`config.mk`:
```
export PLATFORM = sky130hd
export DESIGN_NAME = stable_priority_queue
export DESIGN_NICKNAME = d
export VERILOG_FILES = /design/src/rtl/spq_pkg.sv /design/src/rtl/spq_cell.sv /design/src/rtl/stable_priority_queue.sv
export SDC_FILE = /design/constraint.sdc
export NUM_CORES = 2
export LEC_CHECK = 0
export BUFFER_PORTS_ARGS = -buffer_cell sky130_fd_sc_hd__buf_4
export CORE_AREA = 3 3 293 295
export CTS_BUF_LIST = sky130_fd_sc_hd__clkbuf_16
export DETAILED_ROUTE_END_ITERATION = 8
export DIE_AREA = 0 0 296 298
export GPL_TIMING_DRIVEN = 0
export PLACE_DENSITY = 0.77
export SLEW_MARGIN = 0
export SYNTH_ARGS = -nofsm -noshare
export SYNTH_HDL_FRONTEND = slang
export SYNTH_HIERARCHICAL = 1
export SYNTH_SLANG_ARGS = --single-unit
```
`constraint.sdc`:
```
create_clock -name clock -period 3.9 [get_ports clock]
set_input_delay 0.195 -clock clock [delete_from_list [all_inputs] [get_ports clock]]
set_output_delay 0.195 -clock clock [all_outputs]
set_load 0.05 [all_outputs]
```
`src/rtl/spq_pkg.sv`:
```
// Package for the stable priority queue: entry, command, status and cell control types.
// It depends on nothing. The cell, the top level and the checker import it.
package spq_pkg;

   // Field widths are fixed by the beat format.
   localparam int PRIO_W   = 8;
   localparam int HANDLE_W = 16;
   localparam int OCC_W    = 6;

   typedef enum logic {
      CMD_ENQUEUE = 1'b0,
      CMD_DEQUEUE = 1'b1
   } command_type;

   typedef enum logic [1:0] {
      ST_DONE  = 2'd0,
      ST_FULL  = 2'd1,
      ST_EMPTY = 2'd2
   } status_type;

   // One held entry.
   typedef struct packed {
      logic [PRIO_W-1:0]   prio;
      logic [HANDLE_W-1:0] handle;
   } entry_type;

   // What every cell does in a cycle.
   typedef enum logic [1:0] {
      CELL_HOLD    = 2'd0,
      CELL_INSERT  = 2'd1,
      CELL_DEQUEUE = 2'd2
   } cell_op_type;

   // Control that is broadcast to the whole row of cells.
   typedef struct packed {
      cell_op_type op;
      entry_type   fresh;
   } cell_ctrl_type;

endpackage

```
`src/rtl/spq_cell.sv`:
```
// One storage cell of the sorted row: holds a single entry and moves it to a neighbour.
// It depends on spq_pkg for the entry and control types.
module spq_cell
   import spq_pkg::*;
(
   input  logic          clock,
   input  cell_ctrl_type ctrl,
   input  logic          occupied,     // this position lies below the count
   input  logic          left_ge,      // the cell towards the head keeps its entry
   input  entry_type     left_entry,
   input  entry_type     right_entry,
   output entry_type     entry,
   output logic          keep_ge       // this cell keeps its entry on an insert
);

   entry_type entry_ff;
   entry_type entry_in;

   // A held entry of greater or equal priority stays ahead of the new one.
   assign keep_ge = occupied && (entry_ff.prio >= ctrl.fresh.prio);

   // Next entry: hold, take the new entry at the insertion point,
   // take the left neighbour behind it, or take the right neighbour on a dequeue.
   always_comb begin
      entry_in = entry_ff;
      unique case (ctrl.op)
         CELL_HOLD: begin
            entry_in = entry_ff;
         end
         CELL_INSERT: begin
            if (keep_ge) begin
               entry_in = entry_ff;
            end else if (left_ge) begin
               entry_in = ctrl.fresh;
            end else begin
               entry_in = left_entry;
            end
         end
         CELL_DEQUEUE: begin
            entry_in = right_entry;
         end
         default: begin
            entry_in = entry_ff;
         end
      endcase
   end

   // Payload storage needs no reset.
   always_ff @(posedge clock) begin
      entry_ff <= entry_in;
   end

   assign entry = entry_ff;

endmodule

```
`src/rtl/stable_priority_queue.sv`:
```
// Top level of the stable priority queue: count, command decode, row of cells, result beat.
// It depends on spq_pkg and instantiates spq_cell once per position.
//
//   channel | direction | tdata (low bit up)                      | tuser
//   req     | in        | priority_req[7:0], payload[23:8]        | command
//   rsp     | out       | out_payload[15:0], out_priority[23:16], | status[1:0]
//           |           | occupancy[29:24], is_empty[30],         |
//           |           | is_full[31]                             |
//
// Every request beat is worked in the cycle that accepts it; its result beat is shown from
// the next cycle on, so one item per cycle is sustained while results are taken.
// The row of cells shifts all entries at once, which lets a request be worked as it is accepted.
// Reset empties the queue; no clearing pass is needed.
// A stalled result beat holds; a new request is taken only when the result register is free
// or is being taken in the same cycle.
module stable_priority_queue
   import spq_pkg::*;
#(
   parameter int CAPACITY = 32
)
(
   input  logic        clock,
   input  logic        reset,
   input  logic        req_tvalid,
   output logic        req_tready,
   input  logic [23:0] req_tdata,    // priority_req[7:0], payload[23:8]
   input  logic        req_tuser,    // command
   output logic        rsp_tvalid,
   input  logic        rsp_tready,
   output logic [31:0] rsp_tdata,    // out_payload, out_priority, occupancy, is_empty, is_full
   output logic [1:0]  rsp_tuser     // status
);

   localparam int CNT_W = $clog2(CAPACITY + 1);

   logic [CNT_W-1:0] count_ff;
   logic [CNT_W-1:0] count_in;
   logic             rsp_valid_ff;
   logic             rsp_valid_in;
   status_type       status_ff;
   status_type       status_in;
   entry_type        out_ff;
   entry_type        out_in;
   logic [CNT_W-1:0] occ_ff;

   logic             accept;
   logic             full_now;
   logic             empty_now;
   cell_ctrl_type    ctrl;
   entry_type        cell_entry [CAPACITY];
   logic             cell_ge    [CAPACITY];

   assign accept    = req_tvalid && req_tready;
   assign req_tready = !rsp_valid_ff || rsp_tready;
   assign full_now  = (count_ff == CNT_W'(CAPACITY));
   assign empty_now = (count_ff == '0);

   // Decode the command into a row operation, the new count and the result.
   always_comb begin
      ctrl.op           = CELL_HOLD;
      ctrl.fresh.prio   = req_tdata[7:0];
      ctrl.fresh.handle = req_tdata[23:8];
      count_in          = count_ff;
      status_in         = ST_DONE;
      out_in            = '0;
      if (accept) begin
         unique case (command_type'(req_tuser))
            CMD_ENQUEUE: begin
               if (full_now) begin
                  status_in = ST_FULL;
               end else begin
                  ctrl.op  = CELL_INSERT;
                  count_in = count_ff + CNT_W'(1);
               end
            end
            CMD_DEQUEUE: begin
               if (empty_now) begin
                  status_in = ST_EMPTY;
               end else begin
                  ctrl.op  = CELL_DEQUEUE;
                  out_in   = cell_entry[0];
                  count_in = count_ff - CNT_W'(1);
               end
            end
            default: begin
               status_in = ST_DONE;
            end
         endcase
      end
   end

   // The sorted row; the head sits in cell zero.
   for (genvar i = 0; i < CAPACITY; i++) begin : g_cell
      logic      left_ge;
      entry_type left_entry;
      entry_type right_entry;
      if (i == 0) begin : g_head
         assign left_ge    = 1'b1;
         assign left_entry = '0;
      end else begin : g_body
         assign left_ge    = cell_ge[i-1];
         assign left_entry = cell_entry[i-1];
      end
      if (i == CAPACITY - 1) begin : g_tail
         assign right_entry = '0;
      end else begin : g_inner
         assign right_entry = cell_entry[i+1];
      end
      spq_cell u_cell (
         .clock       (clock),
         .ctrl        (ctrl),
         .occupied    (count_ff > CNT_W'(i)),
         .left_ge     (left_ge),
         .left_entry  (left_entry),
         .right_entry (right_entry),
         .entry       (cell_entry[i]),
         .keep_ge     (cell_ge[i])
      );
   end

   // Result beat valid: set by an accepted request, cleared when taken.
   assign rsp_valid_in = accept || (rsp_valid_ff && !rsp_tready);

   always_ff @(posedge clock) begin
      if (reset) begin
         count_ff     <= '0;
         rsp_valid_ff <= 1'b0;
      end else begin
         count_ff     <= count_in;
         rsp_valid_ff <= rsp_valid_in;
      end
   end

   // Result payload, loaded with every accepted request.
   always_ff @(posedge clock) begin
      if (accept) begin
         status_ff <= status_in;
         out_ff    <= out_in;
         occ_ff    <= count_in;
      end
   end

   assign rsp_tvalid      = rsp_valid_ff;
   assign rsp_tuser       = status_ff;
   assign rsp_tdata[15:0]  = out_ff.handle;
   assign rsp_tdata[23:16] = out_ff.prio;
   assign rsp_tdata[29:24] = OCC_W'(occ_ff);
   assign rsp_tdata[30]    = (occ_ff == '0);
   assign rsp_tdata[31]    = (occ_ff == CNT_W'(CAPACITY));

endmodule

```
Word level (Yosys, flattened, before mapping)
Cells that the tools add are included.
Widths: inputs -> output; s select.
- $add $sub $neg: 2
- order comparisons: 64
- eq/ne operators: 36
- mux-type cells: 106
- bitwise gates (word level): 1
- reductions and logical operators: 74
- operators with widths (kind ; number):
    $pmux 24 s2 ; 32
    $mux 24 ; 63
    $ge 8x8->1 ; 32
    $gt 6x5->1 const B ; 16
    $ne 2x2->1 const B ; 32
    $reduce_and 2->1 ; 32
    $gt 6x4->1 const B ; 8
    $logic_and 1x1->1 ; 34
    $gt 6x3->1 const B ; 4
    $mux 6 ; 3
    $eq 6x6->1 const B ; 2
    $gt 6x1->1 const B ; 2
    $gt 6x2->1 const B ; 2
    $logic_not 6->1 ; 2
    $pmux 6 s2 ; 1
    $pmux 2 s2 ; 2
    $add 6x1->6 const B ; 1
    $mux 2 ; 3
    $sub 6x1->6 const B ; 1
    $eq 2x1->1 const B ; 1
    $eq 2x2->1 const B ; 1
    $logic_not 1->1 ; 2
    $logic_or 1x1->1 ; 2
    $mux 1 ; 2
    other kinds (3) ; 3
- flip-flop bits (word level): 807
- output and inout bits: 36

Logic depth before layout (Yosys ltp)
- depth in word-level cells: 7
- gate-level depth with buffers: 12
- mapped depth without buffers: 9

Hierarchy
The synthesis kept the hierarchy.
- by module, submodules not included (module ; instances ; cells each ; area each (sq um)):
    spq_cell at g_cell[0].u_cell ... ; 28 ; 135 ; 1441.4
    spq_cell at g_cell[6].u_cell ... ; 4 ; 135 ; 1443.9
    stable_priority_queue ; 1 ; 205 ; 2068.2

Least setup slack after synthesis
Ideal clock, no wire load.
- path type: register to register
- start point: register rsp_valid_ff (netlist: rsp_tvalid)
- end point: register g_cell[0].u_cell.entry_ff, in the netlist g_cell[0].u_cell/entry[0], enable pin
- setup time: 422 ps
- arrival: 4029 ps
- path slack: -551 ps
- cell stages (with the launch flop): 8
- clock period less this slack: 4451 ps
- cell sequence: dfxtp_1 > and2b_1 > inv_2 > nand2_1 > inv_1 > and2_1 > nand2b_1 > o41ai_2
- RTL lines (what ; RTL line ; text):
    start, declared ; stable_priority_queue.sv:38 ; logic rsp_valid_ff;
    start signal, assigned ; stable_priority_queue.sv:130 ; rsp_valid_ff <= rsp_valid_in;
    end signal, assigned ; spq_cell.sv:50 ; entry_ff <= entry_in;
    end, declared ; spq_cell.sv:16 ; entry_type entry_ff;

==> flow_summary.toml <==
[run_status]
run_status = "complete, no violations"

[sta]
worst_slack_ps = 115.8
timing.slew.headroom_pct = 12.83
finalClockSkew_ps = 22.34
min_period_over_period_pct = 97.03
fin_tns_setup_ps = 0
maximum_achievable_frequency_ghz = 0.2643
timing.hold.ws_ps = 173.3
timing.final.hold_violations = 0
rsz_0062_raised_after_global_routing = "no"
final_setup_violation_count = 0
maxSlewViolCount = 0
period_needed_ps = 3784
max_slew.worst_pin.slew_ps = 1296

[global_routing]
grt_remaining_overflow = 0
grt_max_degree = 65
grt_pass1_vias = 35440
global_route_usage_over_all_layers_pct = 30.50
antenna_found_initial = 1
grt_pass1_wl_mm = 206.8

[final_layout]
postLayoutCellArea_um2 = 54360
area_growth_pct = 12.80
finish.utilization_pct = 65.16
final_net_count = 5057
ratio_of_cells_with_drive_above_1_in_the_final_layout_pct = 9.775
layoutNonFillerInstCount = 5919
leading_cell_types_in_the_layout_fill_and_taps_excluded = "sky130_fd_sc_hd__o21ai_0 (817), sky130_fd_sc_hd__edfxtp_1 (800), sky130_fd_sc_hd__nand2_1 (787)"
layout_commonest_cell = "sky130_fd_sc_hd__o21ai_0"
diodes = 0

[place]
pre_cts_ws_ps = -618.7
finalWeightedCongestion = 0.8922
place_hpwl_mm = 92.39
io_buffers = 64
placed_insts = 5724
placed_area_um2 = 50700

[floorplanning]
rows = 106
core-area_um2 = 83420
dieArea_um2 = 88210
fp.dieW_um = 296
top_level_port_count = 65
die_y_um = 298
start_util_pct = 57.77

[route]
detail_route.drc_violations = 0
first_pass_iters = 7
detail_route.wl_per_cell_um = 23.11
first_iter_violations = 4127
routed-via-count = 36550
drt-vias-per-instance = 6.176
antenna_left = 0
total_length_of_routed_wires_mm = 136.8

[worst_setup_path]
cp_class = "reg2reg"
path_common_cell = "sky130_fd_sc_hd__buf_2"
crit_family = "compound AO/OA/AOI/OAI gates"
nature_of_the_critical_path_startpoint = "register"
path_max_fanout = 10
cpPeakStageDelay_ps = 1140
timing.critical_path.slowest_stage_cell = "sky130_fd_sc_hd__o31ai_1"
setup.reg_to_reg.worst_slack_ps = 120
crit_buf_inv = 5
critical_path_required_ps = 4270
crit_chain = "buf_2 -> inv_1 -> ha_1 -> clkbuf_1 -> o31ai_1 -> o31a_2 -> buf_2 -> buf_4 -> mux2i_1 -> o21ai_0"
critPathArrivalTime_ps = 4150
critical_path.endpoint_type = "register"

[yosys]
post_synth_inst_count = 4524
synth-warning-count = 6
mean_cell_area_of_the_mapped_netlist_um2 = 10.65
syn_area_um2 = 48190

[worst_hold_path]
hold_path.class = "in2reg"

[clock_tree]
clock_sink_count = 807
clkLatencyLatePin_ps = 660
htree_levels = 3
tritoncts.num_buffers = 87
clockRootBuffer = "sky130_fd_sc_hd__clkbuf_16"
clkTransAtPathRegs_ps = 60
clockBufferDepth = 3
clock_tree_from_tritoncts = "done"

[power_and_ir_drop]
p_comb_share_pct = 24.1
max-vdd-ir-drop_v = 0.0004490
p_switching_mw = 9.564
switching_share_pct = 32.29
power.total_mw = 29.62
internal_power_mw = 20.05
clkPwrFrac_pct = 28.0
power-per-cell-area_nw_per_um2 = 544.8
seqPwrFrac_pct = 47.9
leakage_nw = 18.85

[flow_run]
timing.max_cap.violations = 0
==> layout make-up <==
cell class	count	area (µm²)
clock buffer	89	2227
fill	6346	29060
inverter	270	1017
buffer	270	1409
timing repair buffer	80	689.4
sequential	807	24160
multi-input combinational	3251	22870
timing repair inverter	1	5.005
clock inverter	71	634.4
tap	1080	1351
==> sequential cells by signal (all words and copies together) (netlist names) <==
register             cells
occ_ff                   6
rsp_tdata               24
g_cell.u_cell/entry    768
rsp_tvalid               1
count_ff                 6
rsp_tuser                2
==> timing repair <==
item / CTS / global route
hold endpoints to repair: 8 / 0
gates cloned: 27 / 1
setup endpoints to repair: 1317 / 546
setup buffers: 0 / 4
pin swaps: 25 / 2
hold buffers: 3 / 0
resized for setup: 29 / 3
==> power groups by stage <==
stage	sequential, mW	combinational, mW	clock (mW)
5_1_grt	14.3	7.89	8.71
6_report	14.2	7.15	8.29
4_1_cts	14.1	6.99	8.38
2_1_floorplan	13.6	4.71	0
3_3_place_gp	14.2	6.14	0
3_5_place_dp	14.3	6.54	0
==> per-layer routing <==
layer	up-vias	global-route usage, %	wire length [µm]
met5	-	0	0
met4	0	15.20	7871
met3	387	3.712	11810
met2	2003	48.24	61750
met1	17200	41.70	55370
li1	16960	-	-
==> tightest hold or removal path: cells and delay by family <==
kind,cells,cell delay (ps)
compound gates,2,200
buf+inv,3,380
==> worst paths after layout <==
check,startpoint,endpoint,cells past startpoint
worst min register to register,g_cell[31].u_cell/entry[6],g_cell[30].u_cell/entry[6],2
worst max register to register,count_ff[1],g_cell[14].u_cell/entry[12],10
worst max-delay path,count_ff[1],g_cell[14].u_cell/entry[12],10
worst min-delay path,req_tvalid,count_ff[2],5
Note: power is estimated with default switching activity, not from simulation.
